**src/rtl/rcp_pkg.sv**
```systemverilog
// rcp_pkg: command record, character codes and reply table for the relay command parser
`timescale 1ns / 1ps
`default_nettype none

package rcp_pkg;

   localparam int unsigned BYTE_WIDTH        = 8;
   localparam int unsigned POSITION_WIDTH    = 9;
   localparam int unsigned SEEN_WIDTH        = 3;
   localparam int unsigned LETTER_COUNT      = 4;
   localparam int unsigned RELAY_INDEX_WIDTH = 4;   // covers relay numbers up to nine
   localparam int unsigned RELAY_OUT_WIDTH   = 6;
   localparam int unsigned BEAT_WIDTH        = 3;

   localparam logic [POSITION_WIDTH-1:0] POSITION_TOP = 9'd511;
   localparam logic [BEAT_WIDTH-1:0]     BEAT_LAST    = 3'd5;

   localparam logic [BYTE_WIDTH-1:0] CHAR_ZERO  = 8'd48;   // '0'
   localparam logic [BYTE_WIDTH-1:0] CHAR_ONE   = 8'd49;   // '1'
   localparam logic [BYTE_WIDTH-1:0] CHAR_G     = 8'h47;
   localparam logic [BYTE_WIDTH-1:0] CHAR_O     = 8'h4F;
   localparam logic [BYTE_WIDTH-1:0] CHAR_S     = 8'h53;
   localparam logic [BYTE_WIDTH-1:0] CHAR_T     = 8'h54;
   localparam logic [BYTE_WIDTH-1:0] CHAR_U     = 8'h55;
   localparam logic [BYTE_WIDTH-1:0] CHAR_V     = 8'h56;
   localparam logic [BYTE_WIDTH-1:0] CHAR_COLON = 8'h3A;
   localparam logic [BYTE_WIDTH-1:0] NO_REPLY   = 8'h00;

   typedef enum logic [1:0] {
      CMD_NONE       = 2'd0,
      CMD_GO         = 2'd1,
      CMD_SET_RELAY  = 2'd2,
      CMD_SET_SUPERV = 2'd3
   } cmd_kind_type;

   typedef struct packed {
      cmd_kind_type                 kind;
      logic [RELAY_INDEX_WIDTH-1:0] relay_index;   // relay number minus one
      logic                         value;         // new relay bit or supervision flag
   } cmd_type;

   // reply text "OUTn:s", one character per beat
   function automatic logic [BYTE_WIDTH-1:0] reply_char(
      input logic [BEAT_WIDTH-1:0]        beat,
      input logic [RELAY_INDEX_WIDTH-1:0] relay_index,
      input logic                         relay_on
   );
      logic [BYTE_WIDTH-1:0] ch;
      unique case (beat)
         3'd0:    ch = CHAR_O;
         3'd1:    ch = CHAR_U;
         3'd2:    ch = CHAR_T;
         3'd3:    ch = CHAR_ONE + BYTE_WIDTH'(relay_index);
         3'd4:    ch = CHAR_COLON;
         3'd5:    ch = relay_on ? CHAR_ONE : CHAR_ZERO;
         default: ch = NO_REPLY;
      endcase
      return ch;
   endfunction

endpackage

`default_nettype wire

```
**src/rtl/rcp_front.sv**
```systemverilog
// rcp_front: byte intake, command letter capture and command classification
`timescale 1ns / 1ps
`default_nettype none

module rcp_front #(
   parameter int RELAY_COUNT = 6
) (
   input  wire  logic                           clock,
   input  wire  logic                           reset,
   input  wire  logic                           csr_write_enable,
   input  wire  logic [rcp_pkg::BYTE_WIDTH-1:0] csr_write_data,
   input  wire  logic                           req_valid,
   output logic                                 req_stall,
   input  wire  logic [rcp_pkg::BYTE_WIDTH-1:0] req_message_byte,
   input  wire  logic                           req_message_end,
   input  wire  logic                           queue_full,
   output logic                                 cmd_push,
   output rcp_pkg::cmd_type                     cmd
);
   import rcp_pkg::*;

   logic [BYTE_WIDTH-1:0]     offset_ff, offset_in;
   logic [POSITION_WIDTH-1:0] position_ff, position_in;
   logic [SEEN_WIDTH-1:0]     seen_ff, seen_in;
   logic [BYTE_WIDTH-1:0]     letters_ff [LETTER_COUNT];
   logic [BYTE_WIDTH-1:0]     letters_in [LETTER_COUNT];

   logic                      accept;
   logic                      take;
   logic [POSITION_WIDTH-1:0] capture_position;
   logic [SEEN_WIDTH-1:0]     seen_upd;
   logic [BYTE_WIDTH-1:0]     digit_off;
   logic                      digit_ok;
   logic [BYTE_WIDTH-1:0]     value_off;

   // only a closing byte needs room in the command queue
   assign req_stall = queue_full && req_message_end;
   assign accept    = req_valid && !req_stall;

   assign capture_position = {1'b0, offset_ff} + POSITION_WIDTH'(seen_ff);
   assign take = accept && (seen_ff < SEEN_WIDTH'(LETTER_COUNT))
                 && (position_ff == capture_position);
   assign seen_upd = take ? seen_ff + 1'b1 : seen_ff;

   always_comb begin
      letters_in = letters_ff;
      if (take) begin
         letters_in[seen_ff[1:0]] = req_message_byte;
      end
   end

   always_comb begin
      offset_in = csr_write_enable ? csr_write_data : offset_ff;
      position_in = position_ff;
      seen_in     = seen_ff;
      if (accept) begin
         if (req_message_end) begin
            position_in = '0;
            seen_in     = '0;
         end else begin
            position_in = (position_ff != POSITION_TOP) ? position_ff + 1'b1 : position_ff;
            seen_in     = seen_upd;
         end
      end
   end

   // classification sees the letters including one taken on the closing byte
   assign digit_off = letters_in[2] - CHAR_ZERO;
   assign digit_ok  = (digit_off != '0) && (digit_off <= BYTE_WIDTH'(RELAY_COUNT));
   assign value_off = letters_in[3] - CHAR_ZERO;

   always_comb begin
      cmd.kind        = CMD_NONE;
      cmd.relay_index = RELAY_INDEX_WIDTH'(digit_off - 8'd1);
      cmd.value       = 1'b0;
      priority if (seen_upd >= 3'd3 && letters_in[0] == CHAR_G
                   && letters_in[1] == CHAR_O && digit_ok) begin
         cmd.kind = CMD_GO;
      end else if (seen_upd >= 3'd4 && letters_in[0] == CHAR_S) begin
         priority if (letters_in[1] == CHAR_O && digit_ok) begin
            if (value_off < 8'd2) begin
               cmd.kind  = CMD_SET_RELAY;
               cmd.value = value_off[0];
            end
         end else if (letters_in[1] == CHAR_S && letters_in[2] == CHAR_V) begin
            cmd.kind  = CMD_SET_SUPERV;
            cmd.value = (value_off != '0);
         end else begin
            cmd.kind = CMD_NONE;
         end
      end else begin
         cmd.kind = CMD_NONE;
      end
   end

   assign cmd_push = accept && req_message_end;

   always_ff @(posedge clock) begin
      if (reset) begin
         offset_ff   <= '0;
         position_ff <= '0;
         seen_ff     <= '0;
      end else begin
         offset_ff   <= offset_in;
         position_ff <= position_in;
         seen_ff     <= seen_in;
      end
   end

   always_ff @(posedge clock) begin
      letters_ff <= letters_in;
   end

   a_seen_bounded: assert property (@(posedge clock) disable iff (reset)
      seen_ff <= SEEN_WIDTH'(LETTER_COUNT))
      else $error("letter count beyond four");

endmodule

`default_nettype wire

```
**src/rtl/rcp_queue.sv**
```systemverilog
// rcp_queue: two-entry command queue between front and back
`timescale 1ns / 1ps
`default_nettype none

module rcp_queue (
   input  wire  logic       clock,
   input  wire  logic       reset,
   input  wire  logic       push,
   input  wire  rcp_pkg::cmd_type push_cmd,
   input  wire  logic       pop,
   output rcp_pkg::cmd_type head_cmd,
   output logic             empty,
   output logic             full
);
   import rcp_pkg::*;

   localparam int Depth = 2;
   localparam int PtrWidth = $clog2(Depth);

   cmd_type                entries_ff [Depth];
   logic [PtrWidth-1:0]    wr_ptr_ff, wr_ptr_in;
   logic [PtrWidth-1:0]    rd_ptr_ff, rd_ptr_in;
   logic [PtrWidth:0]      count_ff, count_in;
   logic                   do_push;
   logic                   do_pop;

   assign empty    = (count_ff == '0);
   assign full     = (count_ff == (PtrWidth + 1)'(Depth));
   assign head_cmd = entries_ff[rd_ptr_ff];
   assign do_push  = push && !full;
   assign do_pop   = pop && !empty;

   always_comb begin
      wr_ptr_in = do_push ? wr_ptr_ff + 1'b1 : wr_ptr_ff;
      rd_ptr_in = do_pop ? rd_ptr_ff + 1'b1 : rd_ptr_ff;
      count_in  = count_ff;
      if (do_push && !do_pop) begin
         count_in = count_ff + 1'b1;
      end else if (do_pop && !do_push) begin
         count_in = count_ff - 1'b1;
      end
   end

   always_ff @(posedge clock) begin
      if (reset) begin
         wr_ptr_ff <= '0;
         rd_ptr_ff <= '0;
         count_ff  <= '0;
      end else begin
         wr_ptr_ff <= wr_ptr_in;
         rd_ptr_ff <= rd_ptr_in;
         count_ff  <= count_in;
      end
   end

   always_ff @(posedge clock) begin
      if (do_push) begin
         entries_ff[wr_ptr_ff] <= push_cmd;
      end
   end

   a_count_bounded: assert property (@(posedge clock) disable iff (reset)
      count_ff <= (PtrWidth + 1)'(Depth))
      else $error("queue count beyond depth");

   a_no_push_when_full: assert property (@(posedge clock) disable iff (reset)
      full |-> !push)
      else $error("command pushed into full queue");

endmodule

`default_nettype wire

```
**src/rtl/rcp_back.sv**
```systemverilog
// rcp_back: command execution, relay and supervision state, result register
`timescale 1ns / 1ps
`default_nettype none

module rcp_back #(
   parameter int RELAY_COUNT = 6
) (
   input  wire  logic                                clock,
   input  wire  logic                                reset,
   input  wire  rcp_pkg::cmd_type                    head_cmd,
   input  wire  logic                                queue_empty,
   output logic                                      queue_pop,
   output logic                                      rsp_valid,
   input  wire  logic                                rsp_stall,
   output logic [rcp_pkg::BYTE_WIDTH-1:0]            rsp_reply_byte,
   output logic                                      rsp_has_reply,
   output logic                                      rsp_reply_last,
   output logic [rcp_pkg::RELAY_OUT_WIDTH-1:0]       rsp_relay_states,
   output logic                                      rsp_supervision_on
);
   import rcp_pkg::*;

   localparam int RelayWidth = (RELAY_COUNT > RELAY_OUT_WIDTH) ? RELAY_COUNT : RELAY_OUT_WIDTH;

   logic [RelayWidth-1:0]      relay_ff, relay_in;
   logic                       superv_ff, superv_in;
   logic [BEAT_WIDTH-1:0]      beat_ff, beat_in;
   logic                       valid_ff, valid_in;
   logic [BYTE_WIDTH-1:0]      byte_ff, byte_in;
   logic                       has_ff, has_in;
   logic                       last_ff, last_in;
   logic [RELAY_OUT_WIDTH-1:0] states_ff, states_in;
   logic                       superv_out_ff, superv_out_in;

   logic                       out_free;
   logic                       fire;
   logic                       is_go;
   logic                       relay_on;

   assign out_free = !valid_ff || !rsp_stall;
   assign fire     = out_free && !queue_empty;
   assign is_go    = (head_cmd.kind == CMD_GO);
   assign queue_pop = fire && (!is_go || beat_ff == BEAT_LAST);

   always_comb begin
      relay_on = 1'b0;
      for (int k = 0; k < RelayWidth; k++) begin
         if (RELAY_INDEX_WIDTH'(k) == head_cmd.relay_index) begin
            relay_on = relay_ff[k];
         end
      end
   end

   always_comb begin
      relay_in  = relay_ff;
      superv_in = superv_ff;
      if (fire) begin
         unique case (head_cmd.kind)
            CMD_SET_RELAY: begin
               for (int k = 0; k < RelayWidth; k++) begin
                  if (RELAY_INDEX_WIDTH'(k) == head_cmd.relay_index) begin
                     relay_in[k] = head_cmd.value;
                  end
               end
            end
            CMD_SET_SUPERV: superv_in = head_cmd.value;
            CMD_GO, CMD_NONE: begin
            end
            default: begin
            end
         endcase
      end
   end

   always_comb begin
      beat_in = beat_ff;
      if (fire) begin
         beat_in = (is_go && beat_ff != BEAT_LAST) ? beat_ff + 1'b1 : '0;
      end
      valid_in = out_free ? fire : valid_ff;
      byte_in  = is_go ? reply_char(beat_ff, head_cmd.relay_index, relay_on) : NO_REPLY;
      has_in   = is_go;
      last_in  = !is_go || (beat_ff == BEAT_LAST);
      states_in     = relay_in[RELAY_OUT_WIDTH-1:0];
      superv_out_in = superv_in;
   end

   always_ff @(posedge clock) begin
      if (reset) begin
         relay_ff  <= '0;
         superv_ff <= 1'b0;
         beat_ff   <= '0;
         valid_ff  <= 1'b0;
      end else begin
         relay_ff  <= relay_in;
         superv_ff <= superv_in;
         beat_ff   <= beat_in;
         valid_ff  <= valid_in;
      end
   end

   always_ff @(posedge clock) begin
      if (fire) begin
         byte_ff       <= byte_in;
         has_ff        <= has_in;
         last_ff       <= last_in;
         states_ff     <= states_in;
         superv_out_ff <= superv_out_in;
      end
   end

   assign rsp_valid          = valid_ff;
   assign rsp_reply_byte     = byte_ff;
   assign rsp_has_reply      = has_ff;
   assign rsp_reply_last     = last_ff;
   assign rsp_relay_states   = states_ff;
   assign rsp_supervision_on = superv_out_ff;

   a_beat_only_in_go: assert property (@(posedge clock) disable iff (reset)
      beat_ff != '0 |-> !queue_empty && is_go)
      else $error("reply beat running without a go command at the head");

   a_no_reply_is_zero: assert property (@(posedge clock) disable iff (reset)
      valid_ff && !has_ff |-> byte_ff == NO_REPLY && last_ff)
      else $error("result without reply carries a byte or is not last");

endmodule

`default_nettype wire

```
**src/rtl/relay_command_parser.sv**
```systemverilog
// relay_command_parser: top level joining intake, command queue and execution
//
//   channel | ports                                          | role
//   --------+------------------------------------------------+---------------------
//   req     | req_valid, req_stall, req_message_byte/_end    | message bytes in
//   rsp     | rsp_valid, rsp_stall, rsp_reply_byte, ...      | result items out
//   csr     | csr_write_enable, csr_write_data               | command offset write
//
// one item accepted per cycle; a closing byte waits only while the command queue is full
// the back emits one result per cycle when not stalled: six for go, one for others
// a message's command is registered in the command queue, then in the result register
// reset is synchronous and clears offset, position, letter count, relays and flag
// a stalled result holds in the output register while the front keeps taking bytes
`timescale 1ns / 1ps
`default_nettype none

module relay_command_parser #(
   parameter int RELAY_COUNT = 6
) (
   input  wire  logic                                 clock,
   input  wire  logic                                 reset,
   // configuration
   input  wire  logic                                 csr_write_enable,
   input  wire  logic [rcp_pkg::BYTE_WIDTH-1:0]       csr_write_data,
   // message bytes
   input  wire  logic                                 req_valid,
   output logic                                       req_stall,
   input  wire  logic [rcp_pkg::BYTE_WIDTH-1:0]       req_message_byte,
   input  wire  logic                                 req_message_end,
   // result items
   output logic                                       rsp_valid,
   input  wire  logic                                 rsp_stall,
   output logic [rcp_pkg::BYTE_WIDTH-1:0]             rsp_reply_byte,
   output logic                                       rsp_has_reply,
   output logic                                       rsp_reply_last,
   output logic [rcp_pkg::RELAY_OUT_WIDTH-1:0]        rsp_relay_states,
   output logic                                       rsp_supervision_on
);
   import rcp_pkg::*;

   // classified command handed from front to back
   cmd_type push_cmd;
   cmd_type head_cmd;
   logic    cmd_push;
   logic    queue_pop;
   logic    queue_empty;
   logic    queue_full;

   // intake: offset register, byte position, letter capture, classification
   rcp_front #(
      .RELAY_COUNT (RELAY_COUNT)
   ) u_front (
      .clock            (clock),
      .reset            (reset),
      .csr_write_enable (csr_write_enable),
      .csr_write_data   (csr_write_data),
      .req_valid        (req_valid),
      .req_stall        (req_stall),
      .req_message_byte (req_message_byte),
      .req_message_end  (req_message_end),
      .queue_full       (queue_full),
      .cmd_push         (cmd_push),
      .cmd              (push_cmd)
   );

   // short queue so the front keeps taking bytes while replies drain
   rcp_queue u_queue (
      .clock    (clock),
      .reset    (reset),
      .push     (cmd_push),
      .push_cmd (push_cmd),
      .pop      (queue_pop),
      .head_cmd (head_cmd),
      .empty    (queue_empty),
      .full     (queue_full)
   );

   // execution: relay and supervision state, reply sequencing, output register
   rcp_back #(
      .RELAY_COUNT (RELAY_COUNT)
   ) u_back (
      .clock              (clock),
      .reset              (reset),
      .head_cmd           (head_cmd),
      .queue_empty        (queue_empty),
      .queue_pop          (queue_pop),
      .rsp_valid          (rsp_valid),
      .rsp_stall          (rsp_stall),
      .rsp_reply_byte     (rsp_reply_byte),
      .rsp_has_reply      (rsp_has_reply),
      .rsp_reply_last     (rsp_reply_last),
      .rsp_relay_states   (rsp_relay_states),
      .rsp_supervision_on (rsp_supervision_on)
   );

endmodule

`default_nettype wire
```
**config.mk**
```make
export PLATFORM = sky130hd
export DESIGN_NAME = relay_command_parser
export DESIGN_NICKNAME = d
export VERILOG_FILES = /design/src/rtl/rcp_pkg.sv /design/src/rtl/rcp_front.sv /design/src/rtl/rcp_queue.sv /design/src/rtl/rcp_back.sv /design/src/rtl/relay_command_parser.sv
export SDC_FILE = /design/constraint.sdc
export NUM_CORES = 1
export LEC_CHECK = 0
export ABC_CLOCK_PERIOD_IN_PS = 8500
export BUFFER_PORTS_ARGS = -buffer_cell sky130_fd_sc_hd__buf_2
export CAP_MARGIN = 20
export CORE_MARGIN = 5
export CORE_UTILIZATION = 40
export CTS_CLUSTER_SIZE = 40
export DETAILED_ROUTE_END_ITERATION = 10
export PLACE_DENSITY_LB_ADDON = 0.3
export SLEW_MARGIN = 20
export SYNTH_ARGS = -nofsm -noshare
export SYNTH_HDL_FRONTEND = slang
export SYNTH_SLANG_ARGS = --single-unit
```
**constraint.sdc**
```tcl
create_clock -name clock -period 8.5 [get_ports clock]
set_input_delay 0 -clock clock [delete_from_list [all_inputs] [get_ports clock]]
set_output_delay 0 -clock clock [all_outputs]
set_load 0.03 [all_outputs]
```
# == After elaboration in Yosys (flattened, before gate mapping) ==
# Memory sizes are Yosys's and may differ from the RTL's. A register that Yosys moved wholly into a read port is not among the register bits.
# Cells that the tools add are included.
# totals
register_bits,84
ramBits,14
in_bits,22
out_inout_bits,19
wordCells,143
memories,1
# mem_list
name,words,word_bits,rd,rd_clocked_by_memory_dff,write_ports,line,source
u_queue.entries_ff,2,7,1,1,1,rcp_queue.sv:20,cmd_type entries_ff [Depth];
# classes
n_addsub,12
order_cmp,7
n_eq_ne,22
muxes,43
bitwise_logic,1
reduce_logical,38
# op_table
op,n
$pmux 8 s6,1
$eq 8x7->1 const B,5
$bwmux 32,1
$mux 32,1
$mux 1,24
$logic_and 1x1->1,20
$mux 9,2
$demux 8 s2,1
$reduce_bool 8->1,2
$sub 8x6->8 const B,2
$mux 2,7
$mux 6,2
$add 8x3->9,1
$add 9x1->9 const B,1
$eq 9x9->1,1
$mux 3,3
$ne 9x9->1 const B,1
$eq 2x4->1 const A,2
$eq 3x4->1 const A,2
$le 8x3->1 const B,1
$logic_not 1->1,8
$lt 8x2->1 const B,1
$mux 8,1
$add 6x4->7 const A,1
other kinds (23),32

# == Depth between registers and ports, before layout ==
# Gate-level depths: netlist of the first run.
# logic_depth
word_depth,14
depth_mapped,17
ltp_nobuf,16

# == Cells and area by module ==
# From an unflattened synthesis of the first run, not the netlist that was laid out.
# hier_totals
hier_cells,470
area_unflattened_um2,4981.0
# modules_own_cells
mod,instances,cells_per_inst,area_per_inst_um2,seq_area_each_um2
rcp_front,1,296,2821.5,1041.0
rcp_back,1,127,1437.6,700.7
rcp_queue,1,47,721.9,520.5

# == Worst setup path before layout of the first run ==
# OpenSTA, ideal clock, no wires.
# synth_path
path_type,reg2reg
startpoint,register u_front.seen_ff[0]
endpoint,memory u_queue.entries_ff[0][0] (netlist name) (data pin)
setup_time_ns,0.203
arrival_ns,3.913
t_required_ns,8.297
slack_ns,4.383
path_stages_with_launch,17
n_path_buf,1
period_less_slack_ns,4.117
cell_sequence,dfxtp_1 ha_1 fa_1 a21oi_1 o21ai_0 a2111o_1 a211oi_4 nand4_1 buf_4 mux2i_1 ha_1 o21ai_0 o21ai_0 nand3b_1 mux2i_1 a32oi_1 a2111oi_2
# synth_rtl
item,line,source
from (decl),rcp_front.sv:24,"logic [SEEN_WIDTH-1:0] seen_ff, seen_in;"
from (signal assigned),rcp_front.sv:106,seen_ff <= seen_in;
to (decl),rcp_queue.sv:20,

==> qor.yml, run 1 <==
final_layout:
  ff_latch_area_mm2: 0.00226
  final_common_cell: "dfxtp_1"
  multi_input_area_mm2: 0.00237
  antenna_cells: 0
  fin_area_mm2: 0.00558
  fin_nets: 564
  syn_to_final_growth_pct: 16.5
  final_layout_size_suffix_gt1_share_pct: 18.9
  finalNonFillerCells: 672
  final_cell_mix: "68 x dfxtp_1, 48 x nor2_1, 39 x buf_2, 37 x mux2_2, 31 x nand2_1"
  final_util_pct: 47.1
  n_fill_cell: 1104
hold_path:
  min_to: "u_front.letters_ff[25]"
  hold_start: "req_message_byte[1]"
  min_delay_path_depth: 2
  hp-class: "in -> reg"
critical_path:
  crit_fanout: 11
  worstReg2RegEnd: "u_queue.entries_ff[1][0]"
  cp_data_required_time_ns: 8.62
  rrSetupSlack_ns: 3.43
  crit_path_start_kind: "flop"
  reg2regPathDepth: 15
  r2r_start: "u_front.seen_ff[0]"
  path_class: "reg -> reg"
  end_kind: "flop"
  cp.arrival_ns: 5.19
clock_tree:
  ctsHoldBuffers: 15
  cts.sinks: 98
  cts_tree: "done"
  cts_root_buf: "clkbuf_16"
  clk_latency_ns: 0.35
  clk_path_buf_depth: 2
  postCtsSetupBuffers: 0
  cts_resized: 0
  clk_pin_slew_ns: 0.06
  cts_buffers: 9
  h-tree-depth: 3
synthesis:
  synth_warnings: 0
  synth_top_area_share_pct: 28.4
  syn_nets: 514
  synthArstFlopShare_pct: 0
  synth-seq-cells: 98
  ys_seq_area_share_pct: 47.2
  yosysTopAreaCell: "dfxtp_1"
  synth_area_leaders: "dfxtp_1 28%, edfxtp_1 19%, mux2_2 8.7%"
  syn_area_per_cell_um2: 10.2
  synth_cells: 470
  synth_edf_count: 30
  syn_area_mm2: 0.00479
  yosysUniqueCellTypes: 49
  synth_flop_cell: "dfxtp_1"
floorplanning:
  dieHeight_um: 119
  core_area_mm2: 0.0119
  die-area_mm2: 0.0143
  die_x_um: 119
  start_util_pct: 40.4
  io_pins: 41
  row_count: 40
sta:
  final_hold_viol_count: 0
  setup_viol: 0
  fin_setup_tns_ns: 0
  max-slew-margin-rel_pct: 51.9
  fin_crit_ns: 5.07
  final.period_utilization_pct: 59.7
  post-route-worst-setup-slack_ns: 3.43
  worstMarginPinSlew_ns: 0.721
  fmax_mhz: 197
  skew_ns: 0.00817
  slew_violations: 0
  rsz0062_at_grt: "no"
detailed_routing:
  drcViolationCount: 0
  routed_wl_mm: 9.19
  dr.first_iter.drc_count: 156
  vias: 3458
  ant_nets: 0
  drt_pass1_iterations: 4
  drt-vias-per-instance: 5.15
  wl_per_cell_um: 13.7
placement:
  post-place-cells: 641
  placed_area_mm2: 0.00511
  place_congestion: 0.816
  post-place-ws_ns: 3.44
  portBuffers: 39
  hpwl_mm: 6.81
global_route:
  antenna_found_initial: 0
  grt_use_total_pct: 13.4
  grt_max_degree: 32
  grt.overflow.total: 0
  grt_pass1_vias: 3364
  grt_pass1_wl_mm: 15.6
pwr:
  ir_drop_uv: 154
  p_per_area_mw_per_mm2: 242
  p_leak_nw: 2.29
job:
  max_cap_viol_count: 0
run_status:
  status: "completed"
## how the worst max path moves through the flow
| stage | start | end | slack (ns) | cells after the start |
|---|---|---|---|---|
| 2_1_floorplan | u_front.seen_ff[0] | u_queue.entries_ff[0][0] | 4.38 | 16 |
| 3_3_place_gp | u_front.seen_ff[0] | u_queue.entries_ff[0][0] | 3.67 | 15 |
| 3_5_place_dp | u_front.seen_ff[0] | u_queue.entries_ff[1][0] | 3.44 | 15 |
| 4_1_cts | u_front.seen_ff[0] | u_queue.entries_ff[1][0] | 3.44 | 15 |
| 5_1_grt | u_front.seen_ff[0] | u_queue.entries_ff[1][0] | 2.89 | 15 |
| 6_report | u_front.seen_ff[0] | u_queue.entries_ff[1][0] | 3.43 | 15 |
## where the power goes
part | internal, mW | switching [mW] | total (mW)
logic | 0.105 | 0.195 | 0.301
clock network | 0.266 | 0.170 | 0.436
registers | 0.574 | 0.0384 | 0.612
total | 0.945 | 0.404 | 1.35
## synth_stat cells (10+ instances only)
cell,n
dfxtp_1,68
nor2_1,48
mux2_2,37
nand2_1,31
edfxtp_1,30
inv_1,25
a21oi_1,24
mux2i_1,23
ha_1,21
o21ai_0,16
nand3_1,15
nor2b_1,12
clkbuf_1,11
xnor2_1,11
xor2_1,11
nor3_1,10
## state kept, by name, summed over array words and instances, names as in the netlist, 2 cells and up, named ones only
name,count
u_front.letters_ff,32
u_queue.entries_ff,14
u_front.position_ff,9
u_front.offset_ff,8
u_back.rsp_reply_byte,7
u_back.relay_ff,6
u_back.rsp_relay_states,6
u_back.beat_ff,3
u_front.seen_ff,3
u_queue.count_ff,2
## worst max-delay path: stages (launching register included)
cell and delay (ns):
dfxtp_1 0.34, ha_1 0.23, fa_1 0.44, a21oi_1 0.30, o21ai_0 0.12, a2111o_1 0.47
a211oi_4 0.41, nand4_1 0.59, mux2i_1 0.59, ha_1 0.28, o21ai_0 0.08, o21ai_0 0.08
nand3b_1 0.10, mux2i_1 0.19, a32oi_1 0.17, a2111oi_2 0.44
## metal layers
layer	global-route usage, %	up-vias	share of wire (%)
met5	0	-	0
met4	4.87	0	1.4
met3	3.42	13	3.5
met2	22.8	63	49
met1	16.2	1623	46
li1	-	1759	-
## logic make-up after synthesis
family | synth area share [%]
AO/OA/AOI/OAI | 8.77
multiplexers | 13.5
other | 0.0782
adder cells (fa/ha/maj) | 5.90
buffers and inverters | 3.34
flip-flops | 47.2
XOR/XNOR | 4.02
AND/OR/NAND/NOR | 17.2
## stage by stage
| stage | power (mW) | hold slack [ns] |
|---|---|---|
| 2_1_floorplan | 0.843 | 0.144 |
| 3_3_place_gp | 0.913 | 0.231 |
| 6_report | 1.35 | 0.0324 |
| 5_1_grt | 1.42 | 0.0369 |
| 3_5_place_dp | 0.923 | 0.244 |
| 4_1_cts | 1.37 | 0.0179 |
## cell type report
type / instances / share of cell area (%)
tap: 147 / 3.29
clock buffer: 10 / 4.28
clock inverter: 6 / 1.57
multi-input combinational: 332 / 42.5
inverter: 25 / 1.68
sequential: 98 / 40.5
timing repair buffer: 54 / 6.19
Note: power is estimated with default switching activity, not from simulation.
==> inputs of run 2 (changes only) <==
--- a/config.mk
+++ b/config.mk
@@ -5,7 +5,8 @@
 export SDC_FILE = /design/constraint.sdc
 export NUM_CORES = 1
 export LEC_CHECK = 0
-export ABC_CLOCK_PERIOD_IN_PS = 8500
+export ABC_AREA = 1
+export ABC_CLOCK_PERIOD_IN_PS = 4900
 export BUFFER_PORTS_ARGS = -buffer_cell sky130_fd_sc_hd__buf_2
 export CAP_MARGIN = 20
 export CORE_MARGIN = 5
==> constraint.sdc (replaced) <==
create_clock -name clock -period 4.9 [get_ports clock]
set_input_delay 0 -clock clock [delete_from_list [all_inputs] [get_ports clock]]
set_output_delay 0 -clock clock [all_outputs]
set_load 0.03 [all_outputs]
==> run 2 against run 1 <==
Critical path depth grew 6. Synthesized cell count grew 34%. First-iteration DRC count shrank 13%. Setup slack lost 2.0 ns. Combinational power grew 130%. Sequential cell count is the same. Non-clock buffer count grew 7. Area after synthesis grew 2.9%. Register-to-register slack lost 2.0 ns. Critical endpoint is now u_queue.entries_ff[0][0].
==> qor.yml, run 2 <==
floorplanning:
  dieHeight_um: 121
  die-area_mm2: 0.0147
  die_x_um: 121
  io_pins: 41
  core_area_mm2: 0.0121
  start_util_pct: 40.9
  row_count: 40
detailed_routing:
  vias: 4104
  ant_nets: 0
  wl_per_cell_um: 11.9
  drt-vias-per-instance: 4.72
  drt_pass1_iterations: 4
  routed_wl_mm: 10.4
  dr.first_iter.drc_count: 136
  drcViolationCount: 0
global_route:
  use_met3_pct: 3.73
  grt_busiest_layer: "met2"
  grt_pass1_vias: 3910
  use_met1_pct: 18.7
  antenna_found_initial: 0
  grt.overflow.total: 0
  grt_use_total_pct: 15.3
  grt_pass1_wl_mm: 18.0
  grt_max_degree: 22
  grtUsageMet2_pct: 26.4
sta:
  final_hold_viol_count: 0
  slew_violations: 0
  skew_ns: 0.00758
  final.period_utilization_pct: 70.6
  setup_viol: 0
  fin_crit_ns: 3.46
  max-slew-margin-rel_pct: 48.7
  fin_setup_tns_ns: 0
  worstMarginPinSlew_ns: 0.769
  fmax_mhz: 289
  rsz0062_at_grt: "no"
pwr:
  p_sw_share_pct: 34.8
  seqPwrFrac_pct: 43.8
  power_switching_uw: 835
  p_clk_share_pct: 27.3
  ir_drop_uv: 217
  p_per_area_mw_per_mm2: 413
  p_leak_nw: 2.70
  internal_power_mw: 1.56
  pwr-share-comb_pct: 28.9
job:
  max_cap_viol_count: 0
final_layout:
  final_util_pct: 48.1
  n_fill_cell: 1188
  final_layout_size_suffix_gt1_share_pct: 13.4
  fin_area_mm2: 0.00580
  largest_reg_flops: 32
  largest_register: "u_front.letters_ff"
  final_cell_mix: "129 x nand2_1, 119 x inv_1, 68 x dfxtp_1, 58 x nor2_1, 39 x buf_2"
  fin_nets: 741
  ff_latch_area_mm2: 0.00226
  final_common_cell: "nand2_1"
  syn_to_final_growth_pct: 17.6
  antenna_cells: 0
  multi_input_area_mm2: 0.00220
  reg_top3: "u_front.letters_ff: 32 flops, u_queue.entries_ff: 14 flops, u_front.position_ff: 9 flops"
clock_tree:
  clk_pin_slew_ns: 0.07
  postCtsSetupBuffers: 0
  cts_buffers: 9
  cts_tree: "done"
  cts_root_buf: "clkbuf_16"
  clk_latency_ns: 0.35
  clk_path_buf_depth: 2
  h-tree-depth: 3
  cts.sinks: 98
synthesis:
  syn_area_per_cell_um2: 7.85
  synth-seq-cells: 98
  syn_nets: 673
  synth_edf_count: 30
  synth_cells: 629
  yosys-top-cells-count: "129 x nand2_1, 119 x inv_1, 68 x dfxtp_1, 58 x nor2_1, 36 x o21ai_0"
  synth_top_area_share_pct: 27.6
  synth_flop_cell: "dfxtp_1"
  synth_warnings: 0
  synthArstFlopShare_pct: 0
  yosysUniqueCellTypes: 39
  ys_seq_area_share_pct: 45.8
  synth_area_leaders: "dfxtp_1 28%, edfxtp_1 18%, nand2_1 9.8%"
  yosysTopAreaCell: "dfxtp_1"
  synth_most_common_cell: "nand2_1"
  syn_area_mm2: 0.00493
critical_path:
  reg2regPathDepth: 21
  cp_data_required_time_ns: 5.00
  crit_fanout: 6
  path_class: "reg -> reg"
  crit_path_start_kind: "flop"
  end_kind: "flop"
  cp.arrival_ns: 3.56
hold_path:
  hp-class: "in -> reg"
  min_delay_path_depth: 2
placement:
  placed_area_mm2: 0.00533
  hpwl_mm: 7.93
  portBuffers: 39
  place_congestion: 0.860
run_status:
  status: "completed"
==> run 2: critical path: stages, from the launching register on <==
cell	delay [ns]
dfxtp_1	0.45
ha_1	0.25
fa_1	0.43
inv_1	0.07
or2_2	0.10
nand3_1	0.09
nor2_2	0.19
nand2_1	0.08
nor2_1	0.15
nand4_1	0.21
or2_0	0.28
o21ai_2	0.09
inv_1	0.10
ha_1	0.21
inv_1	0.05
nand2_1	0.04
nor2_1	0.09
nor2_1	0.06
nand3_1	0.07
nand2_1	0.06
nand2_2	0.07
nor2_2	0.04
==> run 2: layout make-up <==
| cell class | instances | share of cell area (%) |
|---|---|---|
| well taps | 168 | 3.62 |
| flip-flops and latches | 98 | 39.0 |
| clock inverters | 3 | 0.410 |
| repair buffers | 61 | 7.11 |
| clock buffers | 13 | 4.16 |
| multi-input cells | 405 | 37.8 |
| inverters | 122 | 7.89 |
==> run 2: path summary, 6_finish.rpt <==
kind / startpoint / end / slack (ns)
max: u_front.seen_ff[0] / u_queue.entries_ff[0][0] / 1.44
min: reset / u_back.relay_ff[0] / 0.02
max reg2reg: u_front.seen_ff[0] / u_queue.entries_ff[0][0] / 1.44
min reg2reg: u_front.letters_ff[17] / u_front.letters_ff[17] / 0.45
==> run 2: what timing repair did <==
action | CTS | global route
hold buffers | 21 | 0
resized for setup | 0 | 0
endpoints found under the hold margin | 24 | 0
==> run 2: power groups by stage <==
stage	logic (mW)	clock network (mW)	registers, mW
after floorplan	0.382	0	1.18
after global placement	0.666	0	1.07
after detailed placement	0.682	0	1.07
after CTS	0.699	0.679	1.05
after global routing	0.785	0.715	1.07
final	0.692	0.655	1.05
==> run 2: cells by family after synthesis <==
kind of cell	Yosys count	synth area share [%]
and+or+nand+nor	284	27.1
adders and majority gates	22	5.73
muxes	1	0.203
xor gates and xnor gates	6	1.06
buffers and inverters	126	9.66
other	1	0.0760
DFF	98	45.8
AOI/OAI and AO/OA	91	10.3
==> run 2: stage by stage <==
step | setup WS, ns | hold WS (ns) | power, mW | instances
2_1_floorplan | 1.80 | 0.0691 | 1.57 | 629
3_3_place_gp | 1.56 | 0.223 | 1.73 | 833
3_5_place_dp | 1.48 | 0.228 | 1.75 | 833
4_1_cts | 1.45 | 0.0117 | 2.43 | 870
5_1_grt | 1.06 | 0.0322 | 2.57 | 870
6_report | 1.44 | 0.0154 | 2.40 | 870
==> run 2: routing by layer <==
layer,up-vias,part of all wire (%)
met2,62,49
met3,15,4.3
met5,-,0
li1,2148,-
met4,0,1.7
met1,1879,45
